==> src/gcdu_pkg.sv <==
`default_nettype none

package gcdu_pkg;

    // number of cordic micro-rotations per chain
    localparam int CORDIC_ITERATIONS = 24;

    // datapath widths
    localparam int CW = 36;   // cordic x and y
    localparam int ZW = 34;   // cordic angle accumulator
    localparam int RW = 36;   // square root remainder
    localparam int VW = 64;   // square root radicand

    // register positions along the pipeline
    localparam int ROT_BASE   = 4;
    localparam int ST_A       = ROT_BASE + CORDIC_ITERATIONS + 2;
    localparam int ST_ANGLE   = ST_A + 1 + 32 + CORDIC_ITERATIONS;
    localparam int PIPE_DEPTH = ST_ANGLE + 3;

    // angle and scale constants
    localparam logic signed [35:0] DEG90  = 36'sd754974720;
    localparam logic signed [35:0] DEG180 = 36'sd1509949440;
    localparam logic signed [35:0] DEG360 = 36'sd3019898880;
    localparam logic signed [62:0] RAD_PER_DEG_Q35 = 63'sd599690565;
    localparam logic signed [CW-1:0] CORDIC_INV_GAIN = 36'sd652032874;
    localparam logic signed [ZW-1:0] HALF_PI_Q30 = 34'sd1686629713;
    localparam logic [31:0] PI_Q30 = 32'd3373259426;
    localparam logic [30:0] Q30_ONE = 31'h4000_0000;
    localparam logic [33:0] DIST_MAX = 34'd13493037000;
    localparam logic [23:0] RADIUS_RESET = 24'd6371000;

    // arctangent of 2^-i in q2.30
    function automatic logic signed [ZW-1:0] atan_q30(input logic [4:0] i);
        logic signed [ZW-1:0] r;
        unique case (i)
            5'd0:  r = 34'sd843314857;
            5'd1:  r = 34'sd497837829;
            5'd2:  r = 34'sd263043837;
            5'd3:  r = 34'sd133525159;
            5'd4:  r = 34'sd67021687;
            5'd5:  r = 34'sd33543516;
            5'd6:  r = 34'sd16775851;
            5'd7:  r = 34'sd8388437;
            5'd8:  r = 34'sd4194283;
            5'd9:  r = 34'sd2097149;
            5'd10: r = 34'sd1048576;
            5'd11: r = 34'sd524288;
            5'd12: r = 34'sd262144;
            5'd13: r = 34'sd131072;
            5'd14: r = 34'sd65536;
            5'd15: r = 34'sd32768;
            5'd16: r = 34'sd16384;
            5'd17: r = 34'sd8192;
            5'd18: r = 34'sd4096;
            5'd19: r = 34'sd2048;
            5'd20: r = 34'sd1024;
            5'd21: r = 34'sd512;
            5'd22: r = 34'sd256;
            5'd23: r = 34'sd128;
            5'd24: r = 34'sd64;
            5'd25: r = 34'sd32;
            5'd26: r = 34'sd16;
            5'd27: r = 34'sd8;
            5'd28: r = 34'sd4;
            5'd29: r = 34'sd2;
            5'd30: r = 34'sd1;
            5'd31: r = 34'sd0;
        endcase
        return r;
    endfunction

    // reduce degrees q8.23 into [-180, 180)
    function automatic logic signed [31:0] wrap_deg(input logic signed [33:0] d);
        logic signed [35:0] c;
        logic signed [35:0] r;
        r = 36'(d);
        for (int k = -2; k <= 2; k++) begin
            c = 36'(d) + 36'(k) * DEG360;
            if (c >= -DEG180 && c < DEG180)
                r = c;
        end
        return r[31:0];
    endfunction

endpackage

`default_nettype wire

==> src/gcdu_rot_cell.sv <==
`default_nettype none

module gcdu_rot_cell (
    input  wire logic                            clk,
    input  wire logic                            en,
    input  wire logic [4:0]                      step,
    input  wire logic signed [gcdu_pkg::CW-1:0]  x_in,
    input  wire logic signed [gcdu_pkg::CW-1:0]  y_in,
    input  wire logic signed [gcdu_pkg::ZW-1:0]  z_in,
    output logic signed [gcdu_pkg::CW-1:0]       x_out,
    output logic signed [gcdu_pkg::CW-1:0]       y_out,
    output logic signed [gcdu_pkg::ZW-1:0]       z_out
);

    logic signed [gcdu_pkg::CW-1:0] x_reg, y_reg, x_next, y_next;
    logic signed [gcdu_pkg::ZW-1:0] z_reg, z_next;
    logic signed [gcdu_pkg::CW-1:0] dx, dy;

    // one micro-rotation driven by the sign of the residual angle
    always_comb
    begin
        dx = y_in >>> step;
        dy = x_in >>> step;
        if (z_in >= 0)
        begin
            x_next = x_in - dx;
            y_next = y_in + dy;
            z_next = z_in - gcdu_pkg::atan_q30(step);
        end
        else
        begin
            x_next = x_in + dx;
            y_next = y_in - dy;
            z_next = z_in + gcdu_pkg::atan_q30(step);
        end
    end

    always_ff @(posedge clk)
    begin
        if (en)
        begin
            x_reg <= x_next;
            y_reg <= y_next;
            z_reg <= z_next;
        end
    end

    assign x_out = x_reg;
    assign y_out = y_reg;
    assign z_out = z_reg;

endmodule

`default_nettype wire

==> config.mk <==
export PLATFORM = sky130hd
export DESIGN_NAME = gcdu_rot_cell
export DESIGN_NICKNAME = d
export VERILOG_FILES = /design/src/gcdu_pkg.sv /design/src/gcdu_rot_cell.sv
export SDC_FILE = /design/constraint.sdc
export NUM_CORES = 1
export LEC_CHECK = 0
export BUFFER_PORTS_ARGS = -buffer_cell sky130_fd_sc_hd__buf_2
export CAP_MARGIN = 20
export CORE_ASPECT_RATIO = 1.5
export CORE_UTILIZATION = 47
export CTS_CLUSTER_DIAMETER = 50
export DETAILED_ROUTE_END_ITERATION = 10
export PLACE_DENSITY = 0.76
export SYNTH_ARGS = -nofsm -noshare
export SYNTH_HDL_FRONTEND = slang
export SYNTH_SLANG_ARGS = --single-unit
==> constraint.sdc <==
create_clock -name clk -period 7.62 [get_ports clk]
set_input_delay 1.143 -clock clk [delete_from_list [all_inputs] [get_ports clk]]
set_output_delay 1.143 -clock clk [all_outputs]
set_load 0.01 [all_outputs]
**Word-level counts from Yosys, hierarchy flattened**

Memory sizes are Yosys's and may differ from the RTL's.
Index checks and enable logic that the tools add are counted.

- Flip-flop bits (word level): 106
- Bits in read-only memories: 1920
- Input bits: 113
- Output and inout bits: 106
- Logic and storage cells: 19
- Memories kept: 2

- Add/sub/neg operators: 6
- Order comparisons: 1
- Shift-type cells: 2
- Muxes and demuxes: 5

Memories:

| name | depth | bits a word | rd ports | clocked after memory_dff | write ports | line | text |
|---|---|---|---|---|---|---|---|
| (no name shown) | 32 | 30 | 1 | 0 | 0 | gcdu_pkg.sv:35 | `unique case (i)` |
| (no name shown) | 32 | 30 | 1 | 0 | 0 | gcdu_pkg.sv:35 |  |

Operators by type and width:

| kind | count |
|---|---|
| $mux W34 | 3 |
| $add A36 B36 Y36 | 2 |
| $mux W36 | 2 |
| $sshr A36 B5 Y36 | 2 |
| $sub A36 B36 Y36 | 2 |
| $add A34 B34 Y34 | 1 |
| $ge A34 B1 Y1 const B | 1 |
| $sub A34 B34 Y34 | 1 |

**Logic depth before layout (Yosys ltp)**

- Depth in word-level cells: 4
- Mapped depth: 28
- Gate-level depth less buffers: 23

**Worst setup path before layout**

OpenSTA, ideal clock, no wires.

- Path type: input to register
- Start point: input port step[1]
- End point: register z_reg (netlist bit z_out[32]), data pin
- Library setup time: 0.258 ns
- Arrival time: 6.354 ns
- Data required time: 7.362 ns
- Path slack: 1.008 ns
- Stages on the path: 24
- Path buffers: 5
- Cell sequence: buf_2 inv_1 buf_2 buf_2 clkbuf_1 ha_1 clkbuf_1 o21ai_0 a21oi_1 nand4_1 or3_1 o31ai_1 xor2_1 ha_1 a21o_1 a21o_1 a21oi_1 nor2b_1 a311o_1 a21oi_1 a311o_1 a211o_1 a21oi_1 xnor2_1

- Longest elaborated chain between the ends: 4
- Elaborated cells between the ends (all ways): 7
- Classes of those cells: add/sub (2); mux (3); memory (2)

Ends and longest elaborated chain:

| what | line | text |
|---|---|---|
| start: declaration | gcdu_rot_cell.sv:6 | `input wire logic [4:0] step,` |
| $mem_v2 Z32 W30 | -- |  |
| $mux W34 | gcdu_rot_cell.sv:24 | `if (z_in >= 0)` |
| $add A34 B34 Y34 or $sub A34 B34 Y34 (tied branches) | gcdu_rot_cell.sv:34, gcdu_rot_cell.sv:28 |  |
| $mux W34 (*) | gcdu_rot_cell.sv:24 |  |
| net z_next (one bit) | gcdu_rot_cell.sv:16 | `logic signed [gcdu_pkg::ZW-1:0] z_reg, z_next;` |
| end signal: assignment | gcdu_rot_cell.sv:44 | `z_reg <= z_next;` |
| end: declaration | gcdu_rot_cell.sv:16 |  |

Mark *: on every way through the listed nets, which the timed path passes. The rest lies on a longest branch. The select of a mux whose other input is x is not followed.
A chain may end at the register's enable or synchronous reset.

**Final worst setup path**

- Start point: input port step[0]
- End point: register x_reg (netlist bit x_out[35]), data pin

- Longest elaborated chain between the ends: 3
- Elaborated cells between the ends (all ways): 4
- Classes of those cells: add/sub (2); shift (1); mux (1)

Ends and longest elaborated chain:

| what | line | text |
|---|---|---|
| $sshr A36 B5 Y36 (*) | gcdu_rot_cell.sv:22 | `dx = y_in >>> step;` |
| $add A36 B36 Y36 or $sub A36 B36 Y36 (tied branches) | gcdu_rot_cell.sv:32, gcdu_rot_cell.sv:26 |  |
| $mux W36 (*) | gcdu_rot_cell.sv:24 |  |
| net x_next (one bit) | gcdu_rot_cell.sv:15 | `logic signed [gcdu_pkg::CW-1:0] x_reg, y_reg, x_next, y_next;` |
| end signal: assignment | gcdu_rot_cell.sv:42 | `x_reg <= x_next;` |
| end: declaration | gcdu_rot_cell.sv:15 |  |

Mark *: on every way through the listed nets, which the timed path passes. The rest lies on a longest branch.

==> reports/results.tsv <==
stage	metric	value	unit
outcome	outcome	complete, no violations	
clock_tree	post_cts_buffers	0	
synthesis	synth-compound-area-share	0.2297	
clock_tree	cts_resized	0	
routing	top_layer	met4	
hold_path	worstHoldPathCells	2	
hold_path	hold_path.class	in -> reg	
die	rows	83	
grt	grtUsageTotal	0.3633	
clock_tree	hold_buffers	0	
clock_tree	cts_tree	built	
grt	grt_max_degree	84	
synthesis	synth_edf_count	106	
clock_tree	h-tree-depth	3	
place	gp_routability_congestion	1.032	
synthesis	postSynthNetCount	2067	
grt	grt_overflow	0	
critical_path	crit_path_max_incr_delay	640	ps
routing	first_iter_violations	1460	
timing	hold_violations	0	
critical_path	cp_data_arrival_time	7170	ps
routing	dr_wl_met2	31080	µm
timing	drv_slew	0	
final_layout	drive_above_1_share	0.2367	
die	dieArea	35500	µm²
synthesis	synth_top_area_share	0.1950	
synthesis	synth_area_leaders	edfxtp_1 (19%), mux4_2 (10%), ha_1 (8.8%)	
run	maxCapViolations	0	
synthesis	synth.area.mux_share	0.1873	
timing	tightestPinTransition	1240	ps
synthesis	syn_area	16320	µm²
place	hpwlAfterDp	51600	µm
clock_tree	cts_made_buffers	9	
grt	grt_pass1_vias	16480	
timing	slew_headroom	0.1735	
synthesis	ys_types	92	
critical_path	path_class	in -> reg	
synthesis	yosys_register_bits	106	
timing	grt_setup_unrepaired	no	
timing	fin_crit_sh	0.9250	
timing	setup_viol	0	
timing	clock.fmax	0.1419	GHz
final_layout	final_nets	2300	
pwr	power_leakage	7.811	nW
synthesis	yosysSeqAreaShare	0.1950	
routing	wl_met1	23350	µm
die	start_util	0.4778	
die	die_w	154.2	µm
die	design.core.area	34170	µm²
critical_path	crit_chain	buf_6, buf_4, mux4_2, a222oi_1, nand2_1, o211ai_1, nand4_1, or3_1, buf_4, o31ai_1, xnor2_1, ha_1, o2111a_1, o21a_1, o21ai_0, o41a_1, a211o_1, a21boi_0, nor3_1, o31ai_1, xnor2_1	
clock_tree	clkTransAtPathRegs	80	ps
synthesis	synth_common_cells	nand2_1 (166), nor2_1 (127), o21ai_0 (122)	
routing	wl_per_cell	25.80	µm
critical_path	critPathRequiredTime	7750	ps
grt	grt_pass1_wl	97490	µm
place	portBuffers	218	
synthesis	synthFlopType	edfxtp_1	
clock_tree	cts_root_buf	clkbuf_16	
final_layout	syn_to_final_growth	13.62	%
die	io-pin-count	219	
synthesis	syn_avg_cell_area	8.891	µm²
timing	min_period	7049	ps
synthesis	synth_simple_gate_area_frac	0.1553	
synthesis	synth.most_common_cell	nand2_1	
synthesis	synthXorXnorAreaFrac	0.09765	
synthesis	synth_warnings	0	
synthesis	synth_fa_ha_area_frac	0.09182	
critical_path	start_kind	input pin	
critical_path	crit_fanout	48	
routing	drt_pass1_iterations	6	
synthesis	syn-instance-count	1836	
clock_tree	clock_path_buffers	2	
grt	antenna_found_initial	2	
synthesis	synth-async-reset-ratio	0	
critical_path	cp_slowest_cell	a222oi_1	
synthesis	synth_top_family_by_area	compound AO/OA/AOI/OAI gates	
routing	ant_nets	0	
clock_tree	clkSinkCount	106	
critical_path	cp-end-kind	flip-flop	
pwr	power-per-cell-area	188.6	nW/µm²
routing	finalWirelength	64540	µm
routing	vias	16610	
routing	drc_errors	0	
die	die_height	230.3	µm
routing	via_per_inst	6.640	
routing	routed-wl-met3	4269	µm
synthesis	yosysTopAreaCell	edfxtp_1	
pwr	ir_drop	0.1184	mV
timing	finalSetupTns	0	ps
pwr	total_power	0.003497	W
-- kinds of logic (layout without fill, tap and decap cells) --
logic type                 count (synthesis)  after routing
and+or+nand+nor                          517            517
other                                      0              3
buffers and inverters                    145            383
AOI/OAI and AO/OA                        564            564
adders and majority gates                118            118
xor gates and xnor gates                 182            182
muxes                                    204            204
DFF                                      106            106
-- final cells by class --
| cell class | instances | area, µm² |
|---|---|---|
| Inverter | 48 | 185.2 |
| Fill cell | 3154 | 15620 |
| Sequential cell | 106 | 3183 |
| Clock inverter | 6 | 87.58 |
| Antenna cell | 3 | 7.507 |
| Timing Repair Buffer | 319 | 1888 |
| Tap cell | 425 | 531.8 |
| Multi-Input combinational cell | 1585 | 12440 |
| Clock buffer | 10 | 229.0 |
-- sequential cells by signal, summed over array words and instances, names as in the netlist --
name and cells:
x_out 36, y_out 36, z_out 34
-- per-stage QoR --
stage                     area (µm²)  worst slack, ps  utilization  instances  hold WS [ps]
after detailed placement       18220            274.1       0.5334       2483          1474
after global placement         18220            316.1       0.5334       2483          1486
after floorplan                16320             1008            -       1836          1256
after CTS                      18540            678.8       0.5426       2499          1069
after global routing           18550            188.8       0.5428       2501          1094
final                          18550            571.3       0.5429       2502          1080
-- critical path: cells and delay by family --
family | cells | cell delay, ps
xor gates and xnor gates | 2 | 270
adders and majority gates | 1 | 410
buffers and inverters | 3 | 910
muxes | 1 | 560
AOI/OAI and AO/OA | 10 | 2950
and+or+nand+nor | 4 | 870
-- worst paths after layout --
check,from,endpoint,slack (ps)
setup / recovery,step[0],x_out[35],570
hold / removal,y_in[0],y_out[0],1080
-- layout by cell type, fill, tap and decap left out, drive strengths merged, types with 36 or more instances in the layout --
cell type / n
xor2: 76
o21ai: 126
nor3: 36
inv: 47
nand2: 167
mux2i: 82
mux4: 76
a21o: 59
xnor2: 106
ha: 115
mux2: 46
buf: 319
edfxtp: 106
nor2: 127
a21oi: 121
-- layer usage --
| layer | GRT usage | vias to the layer above |
|---|---|---|
| li1 | - | 7487 |
| met1 | 0.4012 | 7977 |
| met2 | 0.6149 | 876 |
| met3 | 0.05334 | 274 |
| met4 | 0.3053 | 0 |
| met5 | 0 | - |
-- power by group --
part	leakage, nW	internal [W]	total (W)	switching (W)
Sequential	1.04	0.000876	0.000914	0.0000376
Clock	0.157	0.000290	0.000532	0.000242
Combinational	6.62	0.000849	0.00205	0.00120
(Power assumes the default switching activity.)
