--- config.mk ---
export PLATFORM = sky130hd
export DESIGN_NAME = gcdu_vec_cell
export DESIGN_NICKNAME = d
export VERILOG_FILES = /design/src/gcdu_pkg.sv /design/src/gcdu_vec_cell.sv
export SDC_FILE = /design/constraint.sdc
export NUM_CORES = 1
export LEC_CHECK = 0
export ABC_AREA = 1
export ABC_CLOCK_PERIOD_IN_PS = 10020
export BUFFER_PORTS_ARGS = -buffer_cell sky130_fd_sc_hd__buf_2
export CAP_MARGIN = 15
export CORE_MARGIN = 3
export CORE_UTILIZATION = 57
export DETAILED_ROUTE_END_ITERATION = 16
export GPL_TIMING_DRIVEN = 0
export MAX_ROUTING_LAYER = met4
export PLACE_DENSITY = 0.87
export SYNTH_ARGS = -nofsm -noshare
export SYNTH_HDL_FRONTEND = slang
export SYNTH_SLANG_ARGS = --single-unit
export TNS_END_PERCENT = 30
--- constraint.sdc ---
create_clock -name clk -period 10.02 [get_ports clk]
set_clock_uncertainty 0.2 [all_clocks]
set_input_delay 1.002 -clock clk [delete_from_list [all_inputs] [get_ports clk]]
set_output_delay 1.002 -clock clk [all_outputs]
set_load 0.01 [all_outputs]
--- src/gcdu_pkg.sv ---
`default_nettype none

package gcdu_pkg;

    // number of cordic micro-rotations per chain
    localparam int CORDIC_ITERATIONS = 24;

    // datapath widths
    localparam int CW = 36;   // cordic x and y
    localparam int ZW = 34;   // cordic angle accumulator
    localparam int RW = 36;   // square root remainder
    localparam int VW = 64;   // square root radicand

    // register positions along the pipeline
    localparam int ROT_BASE   = 4;
    localparam int ST_A       = ROT_BASE + CORDIC_ITERATIONS + 2;
    localparam int ST_ANGLE   = ST_A + 1 + 32 + CORDIC_ITERATIONS;
    localparam int PIPE_DEPTH = ST_ANGLE + 3;

    // angle and scale constants
    localparam logic signed [35:0] DEG90  = 36'sd754974720;
    localparam logic signed [35:0] DEG180 = 36'sd1509949440;
    localparam logic signed [35:0] DEG360 = 36'sd3019898880;
    localparam logic signed [62:0] RAD_PER_DEG_Q35 = 63'sd599690565;
    localparam logic signed [CW-1:0] CORDIC_INV_GAIN = 36'sd652032874;
    localparam logic signed [ZW-1:0] HALF_PI_Q30 = 34'sd1686629713;
    localparam logic [31:0] PI_Q30 = 32'd3373259426;
    localparam logic [30:0] Q30_ONE = 31'h4000_0000;
    localparam logic [33:0] DIST_MAX = 34'd13493037000;
    localparam logic [23:0] RADIUS_RESET = 24'd6371000;

    // arctangent of 2^-i in q2.30
    function automatic logic signed [ZW-1:0] atan_q30(input logic [4:0] i);
        logic signed [ZW-1:0] r;
        unique case (i)
            5'd0:  r = 34'sd843314857;
            5'd1:  r = 34'sd497837829;
            5'd2:  r = 34'sd263043837;
            5'd3:  r = 34'sd133525159;
            5'd4:  r = 34'sd67021687;
            5'd5:  r = 34'sd33543516;
            5'd6:  r = 34'sd16775851;
            5'd7:  r = 34'sd8388437;
            5'd8:  r = 34'sd4194283;
            5'd9:  r = 34'sd2097149;
            5'd10: r = 34'sd1048576;
            5'd11: r = 34'sd524288;
            5'd12: r = 34'sd262144;
            5'd13: r = 34'sd131072;
            5'd14: r = 34'sd65536;
            5'd15: r = 34'sd32768;
            5'd16: r = 34'sd16384;
            5'd17: r = 34'sd8192;
            5'd18: r = 34'sd4096;
            5'd19: r = 34'sd2048;
            5'd20: r = 34'sd1024;
            5'd21: r = 34'sd512;
            5'd22: r = 34'sd256;
            5'd23: r = 34'sd128;
            5'd24: r = 34'sd64;
            5'd25: r = 34'sd32;
            5'd26: r = 34'sd16;
            5'd27: r = 34'sd8;
            5'd28: r = 34'sd4;
            5'd29: r = 34'sd2;
            5'd30: r = 34'sd1;
            5'd31: r = 34'sd0;
        endcase
        return r;
    endfunction

    // reduce degrees q8.23 into [-180, 180)
    function automatic logic signed [31:0] wrap_deg(input logic signed [33:0] d);
        logic signed [35:0] c;
        logic signed [35:0] r;
        r = 36'(d);
        for (int k = -2; k <= 2; k++) begin
            c = 36'(d) + 36'(k) * DEG360;
            if (c >= -DEG180 && c < DEG180)
                r = c;
        end
        return r[31:0];
    endfunction

endpackage

`default_nettype wire

--- src/gcdu_vec_cell.sv ---
`default_nettype none

module gcdu_vec_cell (
    input  wire logic                            clk,
    input  wire logic                            en,
    input  wire logic [4:0]                      step,
    input  wire logic signed [gcdu_pkg::CW-1:0]  x_in,
    input  wire logic signed [gcdu_pkg::CW-1:0]  y_in,
    input  wire logic signed [gcdu_pkg::ZW-1:0]  z_in,
    output logic signed [gcdu_pkg::CW-1:0]       x_out,
    output logic signed [gcdu_pkg::CW-1:0]       y_out,
    output logic signed [gcdu_pkg::ZW-1:0]       z_out
);

    logic signed [gcdu_pkg::CW-1:0] x_reg, y_reg, x_next, y_next;
    logic signed [gcdu_pkg::ZW-1:0] z_reg, z_next;
    logic signed [gcdu_pkg::CW-1:0] dx, dy;

    // one vectoring step driving y toward zero
    always_comb
    begin
        dx = y_in >>> step;
        dy = x_in >>> step;
        if (y_in >= 0)
        begin
            x_next = x_in + dx;
            y_next = y_in - dy;
            z_next = z_in + gcdu_pkg::atan_q30(step);
        end
        else
        begin
            x_next = x_in - dx;
            y_next = y_in + dy;
            z_next = z_in - gcdu_pkg::atan_q30(step);
        end
    end

    always_ff @(posedge clk)
    begin
        if (en)
        begin
            x_reg <= x_next;
            y_reg <= y_next;
            z_reg <= z_next;
        end
    end

    assign x_out = x_reg;
    assign y_out = y_reg;
    assign z_out = z_reg;

endmodule

`default_nettype wire

Yosys cells after proc, flatten, opt, wreduce, memory -nomap -nowiden
Memories as Yosys holds them, arrays and structs flattened.
Index checks and enable logic that the tools add are counted.
Widths: inputs -> output; s select.
Cells by class
  add/sub/neg operators: 6
  magnitude comparators: 1
  shift operators: 2
  multiplexer cells: 5
Operator list (count)
  $mux 34: 3
  $add 36x36->36: 2
  $mux 36: 2
  $sshr 36x5->36: 2
  $sub 36x36->36: 2
  $ge 36x1->1 const B: 1
  $add 34x34->34: 1
  $sub 34x34->34: 1
Storage, ports and cells
  flip-flop bits (word level): 106
  ROM bits: 1920
  output and inout port bits: 106
  word-level logic and storage cells: 19
  memories: 2
Memories
  (no name shown): depth 32, width 30, rd ports 1, clocked after memory_dff 0, wr ports 0, line gcdu_pkg.sv:35  | unique case (i)
  (no name shown): depth 32, width 30, rd ports 1, clocked after memory_dff 0, wr ports 0, line gcdu_pkg.sv:35

Longest topological paths before layout
Gate-level depths: netlist (run 1).
  depth after elaboration: 4
  depth in mapped cells: 36
  gate-level depth less buffers: 34

Least setup slack after synthesis (run 1)
OpenSTA, ideal clock, no wires.
  path type: input to register
  from: in step[1]
  to: reg z_reg, in the netlist z_out[31] (data pin)
  setup time: 0.260 ns
  data arrival time: 4.500 ns
  required time: 9.560 ns
  slack: 5.061 ns
  cell stages on the path: 28
  cell sequence: buf_6 -> inv_4 -> buf_6 -> buf_4 -> ha_1 -> nand2_1 -> o21ai_1 -> a21oi_2 -> ha_1 -> nand3_1 -> nor3_4 -> inv_1 -> o21ai_1 -> o21ai_0 -> xor2_1 -> inv_1 -> ha_1 -> a21oi_1 -> o21ai_0 -> a21oi_1 -> nand2_1 -> a21oi_1 -> o21bai_1 -> nand2_1 -> nand2_1 -> nand2_1 -> nand2_1 -> xor2_1
Between the ends
  cells in the longest elaborated chain, start to end: 4
Ends and longest elaborated chain
  from (decl): line gcdu_vec_cell.sv:6  | input wire logic [4:0] step,
  $mem_v2 32x30
  $mux 34: line gcdu_vec_cell.sv:24  | if (y_in >= 0)
  $sub 34x34->34 / $add 34x34->34 (equally long branches): line gcdu_vec_cell.sv:34, gcdu_vec_cell.sv:28
  $mux 34 (*): line gcdu_vec_cell.sv:24
  named net z_next, one bit: line gcdu_vec_cell.sv:16  | logic signed [gcdu_pkg::ZW-1:0] z_reg, z_next;
  to (signal assigned): line gcdu_vec_cell.sv:44  | z_reg <= z_next;
  to (decl): line gcdu_vec_cell.sv:16
Mark *: on every way through the listed nets, which the timed path passes. The rest lies on a longest branch. The select of a mux whose other input is x is not followed.
A chain may end at the register's enable or synchronous reset.

Worst setup path after layout (run 1)
  from: in y_in[35] in the netlist's numbering
  to: reg x_reg, in the netlist x_out[35] (data pin)
Between the ends
  cells in the longest elaborated chain, start to end: 3
Ends and longest elaborated chain
  from (decl): line gcdu_vec_cell.sv:8  | input wire logic signed [gcdu_pkg::CW-1:0] y_in,
  $sshr 36x5->36: line gcdu_vec_cell.sv:22  | dx = y_in >>> step;
  $sub 36x36->36 / $add 36x36->36 (equally long branches): line gcdu_vec_cell.sv:32, gcdu_vec_cell.sv:26
  $mux 36 (*): line gcdu_vec_cell.sv:24
  named net x_next, one bit: line gcdu_vec_cell.sv:15  | logic signed [gcdu_pkg::CW-1:0] x_reg, y_reg, x_next, y_next;
  to (signal assigned): line gcdu_vec_cell.sv:42  | x_reg <= x_next;
  to (decl): line gcdu_vec_cell.sv:15
Mark *: on every way through the listed nets, which the timed path passes. The rest lies on a longest branch.

==> results.cfg, run 1 <==
[status]
status = complete, no violations

[final_layout]
design_area_um2 = 18200
fin_nets = 3100
final_cell_mix = nand2_1 (873), nand3_1 (407), buf_2 (257)
final_common_cell = nand2_1
area_growth_pct = 11.4
drive_gt1_share_pct = 13.6
diodes = 0

[grt]
grt_max_degree = 69
antenna_found_initial = 0
overflow = 0
grt_usage_pct = 44.5
grt_pass1_wl_um = 103000
grt_pass1_vias = 18600

[logic_synthesis]
synth_seq_cells = 106
synth-seq-area-share_pct = 19.5
synth_ff_type = edfxtp_1
async_flop_share_pct = 0
synth_nets = 2873
syn_area_um2 = 16400
yosysUniqueCellTypes = 55
synth_edf_count = 106
netlist_instances = 2642
avgSynthCellArea_um2 = 6.19
yosysWarnings = 0

[clock_tree]
clockBufferDepth = 2
htreeDepth = 3
cts_tree = done
cts_repair_resize_count = 0
ctsHoldBuffers = 0
post_cts_buffers = 0
cts.clk_slew.worst_paths_ns = 0.09
cts_made_buffers = 9
root_buffer = clkbuf_16
numClockSinks = 106

[detailed_routing]
routedWlPerCell_um = 21.3
drc = 0
drt_first_pass_iters = 11
postRouteAntennaNets = 0
vias_per_cell = 6.20
dr.first_iter.drc_count = 3317
vias = 20200
routed_wl_um = 69300

[power_and_ir_drop]
pwr-share-comb_pct = 58.5
power_frac_seq_pct = 26.7
p_leak_nw = 9.31
clkPwrFrac_pct = 14.8
p_sw_w = 0.00124
p_per_area_nw_per_um2 = 143
p_sw_share_pct = 47.8
intPower_w = 0.00136
ir_drop_uv = 97.4

[timing]
clock.fmax_mhz = 150
tns_ns = 0
rsz0062_at_grt = no
hold_violations = 0
slew_violations = 0
worstMarginPinSlew_ns = 1.13
layout_min_cycle_time_ns = 6.67
setup_violations = 0
finalCritPeriodShare_pct = 66.6
maxSlewHeadroom_pct = 24.5
hold-worst-slack_ns = 0.762

[min_path]
hold_start = z_in[0]
whs_path_depth = 2
hold_path_end = z_out[0]
min-delay-path-class = in -> reg

[worst_setup_path]
slowest_stage = clkbuf_1
end_kind = register
max_stage_delay_ns = 0.90
cp_max_fo = 10
cp.arrival_ns = 6.61
cp_cell_sequence = buf_2 -> buf_1 -> clkbuf_1 -> clkbuf_1 -> nand2_1 -> nand3_1 -> nand2_1 -> ha_1 -> nand2_1 -> nor2_1 -> inv_1 -> nor4_1 -> o21ai_0 -> nand3_1 -> a21oi_1 -> nand2_1 -> nand2_1
critical_path_required_ns = 9.96
startpoint_type = input port
worstSetupPathType = in -> reg
path_common_cell = nand2_1

[die]
die_h_um = 175
rows = 61
die_area_um2 = 30800
initial_utilization_pct = 58.4
core-area_um2 = 28000
die_w_um = 175
io_pins = 219

[place]
gp_congestion = 1.22
io_buffers = 215
dpl_cell_area_um2 = 17900
hpwl_um = 55400

[flow_run]
drv_cap = 0
[sequential cells by signal (all words and copies together) (netlist names)]
register	cells
x_out	36
y_out	36
z_out	34
[final cells by class]
class	instances	area, um^2
tap	378	473
clock inverter	7	60.1
clock buffer	9	225
timing repair buffer	216	1110
sequential	106	3180
inverter	240	906
multi-input combinational	2211	11800
fill	2680	9780
buffer	85	489
[Yosys cell counts, types with 4 or more instances]
cell type	instances	area share, %
nand2_1	873	20
nand3_1	407	12
inv_1	213	4.9
nor2_1	213	4.9
a21oi_1	137	4.2
xor2_1	127	6.8
ha_1	115	8.8
edfxtp_1	106	19
o21ai_0	69	2.1
buf_2	43	1.3
xnor2_1	37	2.0
nand4_1	30	1.1
inv_2	19	0.44
nor2_2	18	0.69
nand2_2	17	0.65
a21o_1	16	0.73
o21a_1	16	0.73
a31oi_1	15	0.57
clkbuf_1	14	0.32
o21ai_1	14	0.43
buf_6	13	0.89
a21oi_2	12	0.64
nor3_1	12	0.37
buf_1	10	0.23
nand3b_1	8	0.37
o211ai_1	7	0.32
clkinv_1	6	0.14
o21ai_2	6	0.32
o21bai_1	6	0.28
o221ai_1	6	0.32
buf_4	5	0.23
o2111ai_1	5	0.27
a21oi_4	4	0.40
nand3_2	4	0.24
nor2_4	4	0.28
o31ai_1	4	0.18
[cell families after synthesis]
logic type | count (synthesis) | synth area share, %
AND/OR/NAND/NOR | 1600 | 41.8
AO/OA/AOI/OAI | 328 | 12.1
buffers and inverters | 325 | 8.53
XOR/XNOR | 165 | 8.92
adder cells (fa/ha/maj) | 118 | 9.16
flip-flops | 106 | 19.5
[metrics by stage]
stage / total power (W) / utilization, % / cells / worst slack (ns)
6_report: 0.00260 / 65.1 / 3252 / 3.35
2_1_floorplan: 0.00170 / - / 2642 / 5.06
4_1_cts: 0.00255 / 65.1 / 3252 / 3.89
5_1_grt: 0.00275 / 65.1 / 3252 / 3.37
3_5_place_dp: 0.00217 / 64.1 / 3236 / 3.51
3_3_place_gp: 0.00213 / 63.9 / 3235 / 3.56
[how the worst max path moves through the flow]
stage	startpoint	to	slack [ns]	cells past startpoint
after floorplan	step[1]	z_out[31]	5.06	28
after global placement	y_in[35]	x_out[35]	3.56	17
after detailed placement	y_in[35]	x_out[35]	3.51	17
after CTS	y_in[35]	x_out[35]	3.89	17
after global routing	y_in[35]	x_out[35]	3.37	17
final	y_in[35]	x_out[35]	3.35	17
[power by group through the flow]
stage          clock network, W  registers (W)  logic [W]
3_3_place_gp                  0       0.000700    0.00143
3_5_place_dp                  0       0.000704    0.00147
2_1_floorplan                 0       0.000776   0.000928
5_1_grt                0.000404       0.000704    0.00165
4_1_cts                0.000383       0.000694    0.00147
6_report               0.000385       0.000693    0.00152
[critical path, delay by kind of cell]
kind	cells	cell delay [ns]
AND/OR/NAND/NOR	9	1.89
buffers and inverters	5	2.95
AO/OA/AOI/OAI	2	0.38
adder cells (fa/ha/maj)	1	0.38
[metal layers]
layer / track usage (%) / up-vias / wire length [um]
li1: - / 9244 / -
met1: 56.4 / 9036 / 26200
met2: 67.7 / 1571 / 29800
met3: 10.4 / 303 / 9500
met4: 19.9 / 0 / 3840
met5: - / - / 0
No activity file was read; power rests on OpenSTA's default activity.
==> run 2, diff against run 1 <==
--- a/config.mk
+++ b/config.mk
@@ -6,7 +6,7 @@
 export NUM_CORES = 1
 export LEC_CHECK = 0
 export ABC_AREA = 1
-export ABC_CLOCK_PERIOD_IN_PS = 10020
+export ABC_CLOCK_PERIOD_IN_PS = 6140
 export BUFFER_PORTS_ARGS = -buffer_cell sky130_fd_sc_hd__buf_2
 export CAP_MARGIN = 15
 export CORE_MARGIN = 3
==> constraint.sdc (replaced) <==
create_clock -name clk -period 6.14 [get_ports clk]
set_clock_uncertainty 0.2 [all_clocks]
set_input_delay 0.614 -clock clk [delete_from_list [all_inputs] [get_ports clk]]
set_output_delay 0.614 -clock clk [all_outputs]
set_load 0.01 [all_outputs]
==> results.cfg, run 2 (synthesized netlist as in run 1, its figures left out) <==
[status]
status = complete, no violations

[grt]
antenna_found_initial = 0
grt_pass1_vias = 18600
grt_usage_pct = 44.5
grt_max_degree = 69
grt_pass1_wl_um = 103000
overflow = 0

[clock_tree]
cts.clk_slew.worst_paths_ns = 0.10
ctsHoldBuffers = 0
post_cts_buffers = 0
cts_made_buffers = 9
cts_tree = done
htreeDepth = 3
clockBufferDepth = 2
numClockSinks = 106
root_buffer = clkbuf_16

[timing]
tns_ns = 0
rsz0062_at_grt = no
setup_violations = 0
finalCritPeriodShare_pct = 98.7
setup_slack_ns = 0.0792
maxSlewHeadroom_pct = 23.8
hold_violations = 0
slew_violations = 0
layout_min_cycle_time_ns = 6.06
worstMarginPinSlew_ns = 1.14
clock.fmax_mhz = 165
hold-worst-slack_ns = 0.366

[worst_setup_path]
end_kind = register
worstSetupPathType = in -> reg
cp.arrival_ns = 6.00
critPathCapture = x_out[35]
critPathLaunch = y_in[35]
startpoint_type = input port
critical_path_required_ns = 6.08
cp_max_fo = 18

[die]
die_h_um = 175
core-area_um2 = 28000
die_w_um = 175
io_pins = 219
die_area_um2 = 30800
rows = 61
initial_utilization_pct = 58.4

[final_layout]
final_cell_count_no_fill = 3251
final_common_cell = nand2_1
nFillCells = 2681
final_cell_mix = nand2_1 (873), nand3_1 (407), buf_2 (257)
fin_nets = 3099
diodes = 0
seq_area_um2 = 3180
multi_input_area_um2 = 11800
area_growth_pct = 11.4
drive_gt1_share_pct = 13.6

[detailed_routing]
postRouteAntennaNets = 0
drt_first_pass_iters = 8
dr.first_iter.drc_count = 3277
drc = 0
routed_wl_um = 69200
vias_per_cell = 6.20
vias = 20200
routedWlPerCell_um = 21.3

[min_path]
min-delay-path-class = in -> reg

[power_and_ir_drop]
p_per_area_nw_per_um2 = 233
p_leak_nw = 9.32
ir_drop_uv = 159

[place]
dp_slack_ns = 0.0204
hpwl_um = 55400
placed_cells = 3236
gp_congestion = 1.22
io_buffers = 215

[flow_run]
drv_cap = 0
==> run 2: cell types whose count changed in the layout (fill, tap and decap cells not counted), sizes merged <==
cell,delta
buf,-1
clkbuf,-1
clkdlybuf4s15,+1
==> run 2: layout make-up <==
| type | instances | area share (%) |
|---|---|---|
| Buffer | 84 | 2.70 |
| Multi-Input combinational cell | 2211 | 64.6 |
| Timing Repair Buffer | 216 | 6.07 |
| Inverter | 240 | 4.97 |
| Tap cell | 378 | 2.59 |
| Clock inverter | 7 | 0.329 |
| Clock buffer | 9 | 1.24 |
| Sequential cell | 106 | 17.5 |
==> run 2: worst min path at each step <==
stage / from / endpoint / slack [ns] / cells after the start
after floorplan: en / x_out[0] / 0.53 / 0
after CTS: z_in[0] / z_out[0] / 0.36 / 2
after global placement: z_in[0] / z_out[0] / 0.71 / 2
after global routing: z_in[0] / z_out[0] / 0.36 / 2
after detailed placement: z_in[0] / z_out[0] / 0.74 / 2
final: x_in[0] / x_out[0] / 0.37 / 2
==> run 2: what timing repair did <==
item,in CTS,in global routing
hold endpoints to repair,0,0
endpoints found under the setup margin,0,1
gates resized for setup,0,2
==> run 2: critical path: stages <==
cell and delay [ns]:
buf_2 0.49, clkinv_1 0.84, nand2_1 0.23, nand3_1 0.11, nand2_1 0.07, nand2_1 0.06
nand3_1 0.09, nand3_1 0.16, nand2_1 0.23, nor2_1 0.08, inv_1 0.08, nor2_1 0.05
nand2_1 0.07, nor2_2 0.06, nand2_1 0.07, nand2_2 0.10, xor2_1 0.20, ha_1 0.38
nand2_1 0.10, nor2_1 0.19, nand2_1 0.12, nor4_1 0.72, o21ai_0 0.25, nand3_1 0.34
a21oi_1 0.14, nand2_1 0.09, nand2_1 0.05
==> run 2: power breakdown <==
| part | switching (W) | internal, W | total, W | leakage [nW] |
|---|---|---|---|---|
| logic | 0.00164 | 0.000842 | 0.00248 | 8.14 |
| registers | 0.0000454 | 0.00109 | 0.00113 | 1.04 |
| clock network | 0.000343 | 0.000285 | 0.000628 | 0.137 |
==> run 2: metal layers <==
layer,global-route usage (%),wire (um),vias up,share of wire (%)
met5,-,0,-,0
met4,19.9,3800,0,5.5
met3,10.4,9610,308,14
met2,67.7,29600,1551,43
met1,56.4,26200,9042,38
li1,-,-,9251,-
==> run 2: metrics by stage <==
step,cell area (um^2),utilization (%),total power [W]
6_report,18200,65.1,0.00424
5_1_grt,18200,65.1,0.00449
4_1_cts,18200,65.1,0.00416
3_5_place_dp,17900,64.1,0.00354
3_3_place_gp,17900,63.9,0.00348
2_1_floorplan,16400,-,0.00278
