===== config.mk =====
export PLATFORM = sky130hd
export DESIGN_NAME = gcdu_sqrt_cell
export DESIGN_NICKNAME = d
export VERILOG_FILES = /design/src/gcdu_pkg.sv /design/src/gcdu_sqrt_cell.sv
export SDC_FILE = /design/constraint.sdc
export NUM_CORES = 1
export LEC_CHECK = 0
export BUFFER_PORTS_ARGS = -buffer_cell sky130_fd_sc_hd__buf_4
export CORE_ASPECT_RATIO = 0.7
export CORE_MARGIN = 3
export CORE_UTILIZATION = 48
export DETAILED_ROUTE_END_ITERATION = 10
export HOLD_SLACK_MARGIN = 0.15
export MAX_ROUTING_LAYER = met4
export PLACE_DENSITY = 0.9
export SYNTH_ARGS = -nofsm -noshare
export SYNTH_HDL_FRONTEND = slang
export SYNTH_SLANG_ARGS = --single-unit

===== constraint.sdc =====
create_clock -name clk -period 3.86 [get_ports clk]
set_input_delay 0.772 -clock clk [delete_from_list [all_inputs] [get_ports clk]]
set_output_delay 0.772 -clock clk [all_outputs]
set_load 0.05 [all_outputs]

===== src/gcdu_pkg.sv =====
`default_nettype none

package gcdu_pkg;

    // number of cordic micro-rotations per chain
    localparam int CORDIC_ITERATIONS = 24;

    // datapath widths
    localparam int CW = 36;   // cordic x and y
    localparam int ZW = 34;   // cordic angle accumulator
    localparam int RW = 36;   // square root remainder
    localparam int VW = 64;   // square root radicand

    // register positions along the pipeline
    localparam int ROT_BASE   = 4;
    localparam int ST_A       = ROT_BASE + CORDIC_ITERATIONS + 2;
    localparam int ST_ANGLE   = ST_A + 1 + 32 + CORDIC_ITERATIONS;
    localparam int PIPE_DEPTH = ST_ANGLE + 3;

    // angle and scale constants
    localparam logic signed [35:0] DEG90  = 36'sd754974720;
    localparam logic signed [35:0] DEG180 = 36'sd1509949440;
    localparam logic signed [35:0] DEG360 = 36'sd3019898880;
    localparam logic signed [62:0] RAD_PER_DEG_Q35 = 63'sd599690565;
    localparam logic signed [CW-1:0] CORDIC_INV_GAIN = 36'sd652032874;
    localparam logic signed [ZW-1:0] HALF_PI_Q30 = 34'sd1686629713;
    localparam logic [31:0] PI_Q30 = 32'd3373259426;
    localparam logic [30:0] Q30_ONE = 31'h4000_0000;
    localparam logic [33:0] DIST_MAX = 34'd13493037000;
    localparam logic [23:0] RADIUS_RESET = 24'd6371000;

    // arctangent of 2^-i in q2.30
    function automatic logic signed [ZW-1:0] atan_q30(input logic [4:0] i);
        logic signed [ZW-1:0] r;
        unique case (i)
            5'd0:  r = 34'sd843314857;
            5'd1:  r = 34'sd497837829;
            5'd2:  r = 34'sd263043837;
            5'd3:  r = 34'sd133525159;
            5'd4:  r = 34'sd67021687;
            5'd5:  r = 34'sd33543516;
            5'd6:  r = 34'sd16775851;
            5'd7:  r = 34'sd8388437;
            5'd8:  r = 34'sd4194283;
            5'd9:  r = 34'sd2097149;
            5'd10: r = 34'sd1048576;
            5'd11: r = 34'sd524288;
            5'd12: r = 34'sd262144;
            5'd13: r = 34'sd131072;
            5'd14: r = 34'sd65536;
            5'd15: r = 34'sd32768;
            5'd16: r = 34'sd16384;
            5'd17: r = 34'sd8192;
            5'd18: r = 34'sd4096;
            5'd19: r = 34'sd2048;
            5'd20: r = 34'sd1024;
            5'd21: r = 34'sd512;
            5'd22: r = 34'sd256;
            5'd23: r = 34'sd128;
            5'd24: r = 34'sd64;
            5'd25: r = 34'sd32;
            5'd26: r = 34'sd16;
            5'd27: r = 34'sd8;
            5'd28: r = 34'sd4;
            5'd29: r = 34'sd2;
            5'd30: r = 34'sd1;
            5'd31: r = 34'sd0;
        endcase
        return r;
    endfunction

    // reduce degrees q8.23 into [-180, 180)
    function automatic logic signed [31:0] wrap_deg(input logic signed [33:0] d);
        logic signed [35:0] c;
        logic signed [35:0] r;
        r = 36'(d);
        for (int k = -2; k <= 2; k++) begin
            c = 36'(d) + 36'(k) * DEG360;
            if (c >= -DEG180 && c < DEG180)
                r = c;
        end
        return r[31:0];
    endfunction

endpackage

`default_nettype wire


===== src/gcdu_sqrt_cell.sv =====
`default_nettype none

module gcdu_sqrt_cell (
    input  wire logic                       clk,
    input  wire logic                       en,
    input  wire logic [gcdu_pkg::RW-1:0]    rem_in,
    input  wire logic [31:0]                root_in,
    input  wire logic [gcdu_pkg::VW-1:0]    v_in,
    output logic [gcdu_pkg::RW-1:0]         rem_out,
    output logic [31:0]                     root_out,
    output logic [gcdu_pkg::VW-1:0]         v_out
);

    logic [gcdu_pkg::RW-1:0] rem_reg, rem_next, rem_sh, trial;
    logic [31:0]             root_reg, root_next, root_sh;
    logic [gcdu_pkg::VW-1:0] v_reg;

    // one result digit: bring down two bits, try to subtract
    always_comb
    begin
        root_sh = {root_in[30:0], 1'b0};
        rem_sh  = {rem_in[gcdu_pkg::RW-3:0], v_in[gcdu_pkg::VW-1 -: 2]};
        trial   = gcdu_pkg::RW'({root_sh, 1'b1});
        if (rem_sh >= trial)
        begin
            rem_next  = rem_sh - trial;
            root_next = root_sh | 32'd1;
        end
        else
        begin
            rem_next  = rem_sh;
            root_next = root_sh;
        end
    end

    always_ff @(posedge clk)
    begin
        if (en)
        begin
            rem_reg  <= rem_next;
            root_reg <= root_next;
            v_reg    <= {v_in[gcdu_pkg::VW-3:0], 2'b00};
        end
    end

    assign rem_out  = rem_reg;
    assign root_out = root_reg;
    assign v_out    = v_reg;

endmodule

`default_nettype wire


* Word-level counts from Yosys, hierarchy flattened
Index checks and enable logic that the tools add are counted.
W data, S select, Z words.
** Operators by class
- Multiplexer cells :: 2
- Eq/ne operators :: 0
- Reduce and logical (&&, ||, !) cells :: 0
- Div/mod/pow operators :: 0
- Bitwise operators :: 0
- $lt $le $gt $ge :: 1
- Shift-type cells :: 0
- Multipliers :: 0
- Add/subtract/negate cells :: 1
** Operators by type and width (count)
- $ge A36 B33 Y1 :: 1
- $mux W36 :: 1
- $sub A36 B33 Y36 :: 1
- $mux W1 :: 1
** Word-level totals
- Memory bits (read-only) :: 0
- Memories :: 0
- RAM bits :: 0
- Register bits :: 130
- Latch bits :: 0

* Logic depth before layout (Yosys ltp)
Gate-level depths: netlist of the first run.
- Depth in word-level cells :: 2
- Gate-level depth with buffers :: 13
- Mapped depth without buffers :: 10

* Least setup slack after synthesis of the first run
Ideal clock, no wire load.
- Path kind :: input -> register
- From :: input root_in[20]
- To :: register rem_reg, in the netlist rem_out[33] (data pin)
- Data arrival time :: 2678 ps
- Stages on the path :: 12
- Path buffers :: 2
- Library setup time :: 271 ps
- Setup slack :: 911 ps
- Path through :: inv_1 ha_1 buf_4 nand4_4 nor4_2 o21ai_1 a21oi_2 o211ai_2 o21a_1 buf_6 nor4_1 xor2_1
** On the way
- Word-level cells in the longest chain between the ends :: 2
- Elaborated cells between the ends (all ways) :: 3
- Classes of those cells :: 1 x add/sub; 1 x order compare; 1 x mux
** RTL lines
- start: declaration :: line gcdu_sqrt_cell.sv:7 : input wire logic [31:0] root_in,
- $sub A36 B33 Y36 or $ge A36 B33 Y1 (tied branches) :: line gcdu_sqrt_cell.sv:26, gcdu_sqrt_cell.sv:24
- $mux W36 (*) :: line gcdu_sqrt_cell.sv:24 : if (rem_sh >= trial)
- named net rem_next (one bit) :: line gcdu_sqrt_cell.sv:14 : logic [gcdu_pkg::RW-1:0] rem_reg, rem_next, rem_sh, trial;
- end signal: assignment :: line gcdu_sqrt_cell.sv:40 : rem_reg <= rem_next;
- end: declaration :: line gcdu_sqrt_cell.sv:14
The timed path passes the listed nets; every way through them passes the cells marked *.
A chain may end at the register's enable or synchronous reset.

* Final worst setup path of the first run
- From :: input rem_in[27] (netlist name)
- To :: register rem_reg, in the netlist rem_out[27] (data pin)
** On the way
- Word-level cells in the longest chain between the ends :: 2
** RTL lines
- start: declaration :: line gcdu_sqrt_cell.sv:6 : input wire logic [gcdu_pkg::RW-1:0] rem_in,
- $ge A36 B33 Y1 :: line gcdu_sqrt_cell.sv:24
- $mux W36 :: line gcdu_sqrt_cell.sv:24
- named net rem_next (one bit) :: line gcdu_sqrt_cell.sv:14
The timed path passes the listed nets, and every way through them passes these cells.

==> results of run 1 <==
## worst max-delay path, stage by stage
cell       delay, ns
buf_4           0.12
ha_1            0.38
a21oi_1         0.29
o21bai_1        0.11
a21o_1          0.20
a2111oi_0       0.58
o21a_2          0.39
buf_12          0.28
nor2b_1         0.16
a21oi_1         0.05
## kinds of logic after synthesis
group | Yosys count | share of synthesized area (%)
AO/OA/AOI/OAI | 134 | 12.80
XOR/XNOR | 34 | 4.717
adder cells (fa/ha/maj) | 33 | 6.540
buffers and inverters | 62 | 4.380
flip-flops | 130 | 61.83
multiplexers | 2 | 0.3171
other | 1 | 0.05940
AND/OR/NAND/NOR | 122 | 9.354
## routing by layer
layer	vias up	part of all wire, %	global-route usage (%)
met5	-	0	-
met4	0	1.7	6.866
met3	24	9.4	7.484
met2	240	49	41.77
met1	2444	39	30.16
li1	2420	-	-
## synth_stat cells, types with 3 or more instances
master | count | area share, %
nand2_1 | 57 | 3.4
o21bai_1 | 6 | 0.71
nand2b_1 | 6 | 0.59
nor4_1 | 3 | 0.30
o21ai_1 | 38 | 3.0
xor2_1 | 14 | 1.9
nor3_1 | 5 | 0.40
nor2_1 | 19 | 1.1
o211ai_1 | 5 | 0.59
buf_4 | 5 | 0.59
o21a_1 | 6 | 0.71
ha_1 | 33 | 6.5
xnor2_1 | 20 | 2.8
a21oi_1 | 39 | 3.1
o21ai_0 | 11 | 0.87
edfxtp_1 | 130 | 62
nand4_1 | 10 | 0.99
a21o_1 | 13 | 1.5
nand3_1 | 8 | 0.63
inv_1 | 40 | 2.4
buf_2 | 13 | 1.0
## flip-flops by register name, summed over array words and instances (netlist names)
register / count
v_out: 62
rem_out: 36
root_out: 32
## power breakdown
part | internal, mW | switching, mW
clock network | 0.961 | 0.618
logic | 0.424 | 0.880
registers | 1.73 | 0.0446
total | 3.12 | 1.54
## metrics by stage
stage / utilization, % / setup WS (ns) / hold WS (ns) / cell area, um^2
6_report: 71.06 / 0.6522 / 0.5416 / 8979
5_1_grt: 71.06 / 0.5367 / 0.5186 / 8979
4_1_cts: 71.06 / 0.6667 / 0.5306 / 8979
3_5_place_dp: 66.47 / 0.2475 / 0.9514 / 8398
3_3_place_gp: 66.47 / 0.3613 / 0.9506 / 8398
2_1_floorplan: - / 0.9108 / 0.8709 / 6317
## cells in the final DEF (no fill, tap or decap), drive strengths merged, types with 4 or more instances in the layout
cell type	synthesis	routed
nor4	4	4
o21ai	50	50
xnor2	20	20
inv	40	45
nand4	11	11
o211ai	6	6
nand2	59	59
a21oi	40	40
buf	19	263
edfxtp	130	130
nand3	8	8
o21bai	6	6
ha	33	33
o21a	6	6
xor2	14	14
nand2b	6	6
clkinv	0	7
clkbuf	3	18
a21o	13	13
nor3	5	5
nor2	19	19
## cell type report
class / instances / share of cell area, %
inverters: 40 / 1.672
flip-flops and latches: 130 / 43.48
clock inverters: 14 / 1.686
well taps: 162 / 2.258
clock buffers: 18 / 4.780
repair buffers: 263 / 22.31
multi-input cells: 327 / 23.82
## worst max path at each step
stage	startpoint	endpoint	slack (ns)	cells after the start
3_5_place_dp	rem_in[27]	rem_out[27]	0.25	10
4_1_cts	rem_in[27]	rem_out[27]	0.67	10
2_1_floorplan	root_in[20]	rem_out[33]	0.91	12
3_3_place_gp	rem_in[8]	rem_out[27]	0.36	10
6_report	rem_in[27]	rem_out[27]	0.65	10
5_1_grt	rem_in[4]	rem_out[27]	0.54	10
==> summary.json, run 1 <==
{
  "actual_transition_at_the_worst_max_transition_pin": {"value": 0.6016, "unit": "ns"},
  "route.detailed.vias_per_inst": {"value": 5.375},
  "yosysUniqueCellTypes": {"value": 50},
  "ctsRootBufferMaster": {"value": "clkbuf_16"},
  "rows": {"value": 34},
  "cts_max_path_buffers": {"value": 2},
  "initial_core_util": {"value": 49.97, "unit": "%"},
  "cts_inserted_buffers": {"value": 17},
  "timing.slew.headroom": {"value": 58.86, "unit": "%"},
  "report.final.slew_viol_count": {"value": 0},
  "cts_tree": {"value": "built"},
  "wirelength": {"value": 18.26, "unit": "mm"},
  "ir_drop": {"value": 303.1, "unit": "uV"},
  "die_height": {"value": 102.0, "unit": "um"},
  "cts_hold_buffers": {"value": 0},
  "totalNegativeSetupSlack": {"value": 0, "unit": "ns"},
  "hold_path_depth": {"value": 1},
  "port-buffer-count": {"value": 260},
  "io-pin-count": {"value": 266},
  "synth_async_sr_flop_share": {"value": 0, "unit": "%"},
  "arrival": {"value": 3.34, "unit": "ns"},
  "final_layout_size_suffix_gt1_share": {"value": 38.26, "unit": "%"},
  "post-cts-setup-buffer-count": {"value": 0},
  "worstSetupPathType": {"value": "in2reg"},
  "fin_cells": {"value": 954},
  "detailed_place_hpwl": {"value": 14.02, "unit": "mm"},
  "grt_setup_unrepaired": {"value": "false"},
  "finalSetupViolations": {"value": 0},
  "synth-edff-count": {"value": 130},
  "register_area": {"value": 3904, "unit": "um^2"},
  "antenna_found_initial": {"value": 0},
  "core_region_area": {"value": 12630, "unit": "um^2"},
  "netlist_instances": {"value": 518},
  "grt_start_max_net_pins": {"value": 67},
  "period_needed": {"value": 3.208, "unit": "ns"},
  "sink_count": {"value": 130},
  "most_used_flip_flop_cell_after_synthesis": {"value": "edfxtp_1"},
  "max_freq": {"value": 311.7, "unit": "MHz"},
  "routed-via-count": {"value": 5128},
  "multiInputGateArea": {"value": 2138, "unit": "um^2"},
  "route.detailed.drc": {"value": 0},
  "cts-htree-levels": {"value": 4},
  "result_of_the_run": {"value": "completed"},
  "hold_path.class": {"value": "in2reg"},
  "worst_ep_required_time": {"value": 3.99, "unit": "ns"},
  "syn_avg_cell_area": {"value": 12.19, "unit": "um^2"},
  "endpoint_kind": {"value": "flip-flop"},
  "total_standard_cell_area_after_synthesis": {"value": 6314, "unit": "um^2"},
  "worst_setup_hold_path_clk_slew": {"value": 0.06, "unit": "ns"},
  "min_period_over_period": {"value": 83.10, "unit": "%"},
  "dp.cells": {"value": 922},
  "final_hold_viol_count": {"value": 0},
  "hold_start": {"value": "v_in[31]"},
  "timing.critical_path.fanout_max": {"value": 56},
  "synthesis.yosys.warnings": {"value": 0},
  "fill_cells": {"value": 843},
  "diodes": {"value": 0},
  "groute.usage.overall": {"value": 25.12, "unit": "%"},
  "global_route_wire_length_before_repair": {"value": 27.38, "unit": "mm"},
  "leakage_power_summed_over_all_cells": {"value": 3.896, "unit": "nW"},
  "synth_seq_area_share": {"value": 61.83, "unit": "%"},
  "synth.ff_latch_count": {"value": 130},
  "detailedRoute.firstPassIterationCount": {"value": 5},
  "flow.area_growth_from_synthesis": {"value": 42.21, "unit": "%"},
  "min_delay_worst_endpoint": {"value": "v_out[33]"},
  "fp.dieW": {"value": 143.1, "unit": "um"},
  "vias_in_the_first_global_route": {"value": 5110},
  "max-cap-violations": {"value": 0},
  "final_antenna_net_count": {"value": 0},
  "overflow": {"value": 0},
  "die_area": {"value": 14590, "unit": "um^2"},
  "wl_per_cell": {"value": 19.14, "unit": "um"},
  "critical_path.startpoint_type": {"value": "input pin"},
  "initialDrtViolationCount": {"value": 304},
  "total_power": {"value": 4.660, "unit": "mW"},
  "place.gp.congestion": {"value": 0.9524},
  "nets": {"value": 946},
  "power_density": {"value": 519.0, "unit": "nW/um^2"},
  "cts.repair.resized": {"value": 0}
}
Note: power is estimated with default switching activity, not from simulation.
==> run 2, diff against run 1 <==
- ABC_AREA: not set -> 1
- CORE_UTILIZATION: 48 -> 46
- PLACE_DENSITY: 0.9 -> 0.88
- clock period: 3.86 -> 2.55 ns (I/O delays scaled with it)
==> summary.json, run 2 <==
{
  "global_route_wire_length_before_repair": {"value": 32.38, "unit": "mm", "change": "+18%"},
  "totalNegativeSetupSlack": {"value": 0, "unit": "ns", "change": "unchanged"},
  "cts_max_path_buffers": {"value": 2, "change": "unchanged"},
  "final_antenna_net_count": {"value": 0, "change": "unchanged"},
  "worst_ep_required_time": {"value": 2.73, "unit": "ns", "change": "-1.26 ns"},
  "crit_path_top_delay_cell": {"value": "ha_1"},
  "multiInputGateArea": {"value": 2804, "unit": "um^2", "change": "+31%"},
  "flow.area_growth_from_synthesis": {"value": 38.56, "unit": "%"},
  "post-cts-setup-buffer-count": {"value": 0, "change": "unchanged"},
  "route.detailed.vias_per_inst": {"value": 4.754, "change": "-12%"},
  "mostFrequentLayoutCells": {"value": "nand2_1, buf_4, inv_1"},
  "worstSetupPathType": {"value": "in2reg"},
  "max-cap-violations": {"value": 0, "change": "unchanged"},
  "yosysTopAreaCellShare": {"value": 52.79, "unit": "%", "change": "-9.0 points"},
  "synthesis.yosys.warnings": {"value": 0, "change": "unchanged"},
  "hold_path_depth": {"value": 1, "change": "unchanged"},
  "post_synth_main_area_contributors": {"value": "edfxtp_1, nand2_1, inv_1, ha_1, nor2_1"},
  "most_used_flip_flop_cell_after_synthesis": {"value": "edfxtp_1"},
  "initial_core_util": {"value": 47.42, "unit": "%", "change": "-2.6 points"},
  "leakage_power_summed_over_all_cells": {"value": 5.252, "unit": "nW", "change": "+35%"},
  "worst_setup_hold_path_clk_slew": {"value": 0.06, "unit": "ns", "change": "about the same"},
  "detailedRoute.firstPassIterationCount": {"value": 7, "change": "+2"},
  "grt_start_max_net_pins": {"value": 80, "change": "+19%"},
  "grt_setup_unrepaired": {"value": "false"},
  "sink_count": {"value": 130, "change": "unchanged"},
  "yosysMostFrequentCell": {"value": "nand2_1"},
  "antenna_found_initial": {"value": 0, "change": "unchanged"},
  "core_region_area": {"value": 15600, "unit": "um^2", "change": "+23%"},
  "rows": {"value": 38, "change": "+12%"},
  "endpoint_kind": {"value": "flip-flop"},
  "final_hold_viol_count": {"value": 0, "change": "unchanged"},
  "period_needed": {"value": 2.111, "unit": "ns"},
  "post-route-util": {"value": 65.70, "unit": "%", "change": "-5.4 points"},
  "fill_cells": {"value": 1307, "change": "+55%"},
  "power_density": {"value": 684.1, "unit": "nW/um^2", "change": "+32%"},
  "diodes": {"value": 0, "change": "unchanged"},
  "most_common_cell_after_layout_fill_and_taps_aside": {"value": "nand2_1"},
  "fp.dieW": {"value": 157.5, "unit": "um", "change": "+10%"},
  "largest_area_contributor_in_the_synthesized_netlist": {"value": "edfxtp_1"},
  "syn_avg_cell_area": {"value": 8.451, "unit": "um^2", "change": "-31%"},
  "netlist_instances": {"value": 875, "change": "+69%"},
  "io-pin-count": {"value": 266, "change": "unchanged"},
  "report.final.slew_viol_count": {"value": 0, "change": "unchanged"},
  "cts.repair.resized": {"value": 0, "change": "unchanged"},
  "final_layout_size_suffix_gt1_share": {"value": 29.09, "unit": "%", "change": "-9.2 points"},
  "hold_path.class": {"value": "in2reg"},
  "place.gp.congestion": {"value": 0.9438, "change": "-0.90%"},
  "finalSetupViolations": {"value": 0, "change": "unchanged"},
  "synth_seq_area_share": {"value": 52.79, "unit": "%", "change": "-9.0 points"},
  "cts_inserted_buffers": {"value": 17, "change": "unchanged"},
  "cts_hold_buffers": {"value": 0, "change": "unchanged"},
  "synth_async_sr_flop_share": {"value": 0, "unit": "%", "change": "unchanged"},
  "routed-via-count": {"value": 6556, "change": "+28%"},
  "die_height": {"value": 112.1, "unit": "um", "change": "+9.9%"},
  "worstPathCellList": {"value": "buf_4, inv_1, ha_1, nand2_1, nor2_1, inv_1, nor2_1, nand2_1, nand2_1, nand2_1, nand3_1, nand2_1, nand2_1, nand2_1"},
  "nets": {"value": 1333, "change": "+41%"},
  "overflow": {"value": 0, "change": "unchanged"},
  "worst_path_most_repeated_cell": {"value": "nand2_1"},
  "synth_top_cells_by_count": {"value": "nand2_1, inv_1, edfxtp_1, nor2_1, ha_1"},
  "register_area": {"value": 3904, "unit": "um^2", "change": "unchanged"},
  "yosysUniqueCellTypes": {"value": 27, "change": "-46%"},
  "timing.critical_path.fanout_max": {"value": 4, "change": "-93%"},
  "result_of_the_run": {"value": "completed"},
  "largest_register_ffs": {"value": 62, "change": "unchanged"},
  "initialDrtViolationCount": {"value": 432, "change": "+42%"},
  "detailed_place_hpwl": {"value": 17.05, "unit": "mm", "change": "+22%"},
  "die_area": {"value": 17660, "unit": "um^2", "change": "+21%"},
  "max_freq": {"value": 473.6, "unit": "MHz"},
  "vias_in_the_first_global_route": {"value": 6211, "change": "+22%"},
  "wl_per_cell": {"value": 15.33, "unit": "um", "change": "-20%"},
  "ir_drop": {"value": 482.9, "unit": "uV", "change": "+59%"},
  "port-buffer-count": {"value": 260, "change": "unchanged"},
  "critical_path.max_stage_delay": {"value": 0.35, "unit": "ns", "change": "-0.23 ns"},
  "synth.ff_latch_count": {"value": 130, "change": "unchanged"},
  "route.detailed.drc": {"value": 0, "change": "unchanged"},
  "min_period_over_period": {"value": 82.80, "unit": "%"},
  "groute.usage.overall": {"value": 24.56, "unit": "%", "change": "-0.56 points"},
  "synth-edff-count": {"value": 130, "change": "unchanged"},
  "total_standard_cell_area_after_synthesis": {"value": 7395, "unit": "um^2", "change": "+17%"},
  "wirelength": {"value": 21.14, "unit": "mm", "change": "+16%"},
  "cts-htree-levels": {"value": 4, "change": "unchanged"},
  "ctsRootBufferMaster": {"value": "clkbuf_16"},
  "arrival": {"value": 2.29, "unit": "ns", "change": "-1.05 ns"},
  "cts_tree": {"value": "built"},
  "critical_path.startpoint_type": {"value": "input pin"}
}
[run 2: cell count changes after synthesis, moves of 17 or more]
| cell | change |
|---|---|
| nand2_1 | +301 |
| inv_1 | +121 |
| o21ai_1 | -38 |
| nor2_1 | +35 |
| nand3_1 | +23 |
| xnor2_1 | -19 |
| a21oi_1 | -17 |
[run 2: path summary, 6_finish.rpt]
path	slack, ns	to	from
worst max-delay path	0.44	rem_out[29]	root_in[6]
worst min-delay path	0.26	v_out[61]	v_in[59]
[run 2: final cells by class]
cell class              instances  area share [%]
well taps                     200           2.442
multi-input cells             576           27.37
inverters                     162           5.935
clock inverters                15           1.075
flip-flops and latches        130           38.10
clock buffers                  17           4.152
repair buffers                279           20.93
[run 2: logic make-up (layout without fill, tap and decap cells)]
family | Yosys count | in the layout | synth area share (%)
AND/OR/NAND/NOR | 489 | 489 | 27.41
buffers and inverters | 170 | 473 | 9.340
flip-flops | 130 | 130 | 52.79
adder cells (fa/ha/maj) | 33 | 33 | 5.584
AO/OA/AOI/OAI | 33 | 33 | 2.572
XOR/XNOR | 19 | 19 | 2.250
other | 1 | 2 | 0.05071
[run 2: metal layers]
layer  share of wire, %  GRT usage, %  wire length [um]
met1                 47         35.39              9978
met2                 43         35.20              9161
met3                8.7         6.281              1846
met4               0.73         5.434               155
met5                  0             -                 0
[run 2: stage by stage]
stage          total power [mW]  hold slack, ns  worst slack [ns]  std cells  cell area, um^2
2_1_floorplan             4.073          0.6089            0.3981        876             7398
3_3_place_gp              4.789          0.6878           0.05517       1347             9711
3_5_place_dp              4.827          0.6893           0.03177       1347             9711
4_1_cts                   7.060          0.2452            0.4779       1379            10250
5_1_grt                   7.329          0.2410            0.2371       1379            10250
6_report                  7.010          0.2601            0.4386       1379            10250
[run 2: where the power goes]
part,switching (mW),internal (mW)
logic,1.44,0.677
clock network,0.975,1.24
registers,0.0615,2.61
[run 2: critical path: cells and delay by family]
kind	cells	cell delay (ns)
buffers and inverters	3	0.20
adder cells (fa/ha/maj)	1	0.35
AND/OR/NAND/NOR	10	1.22
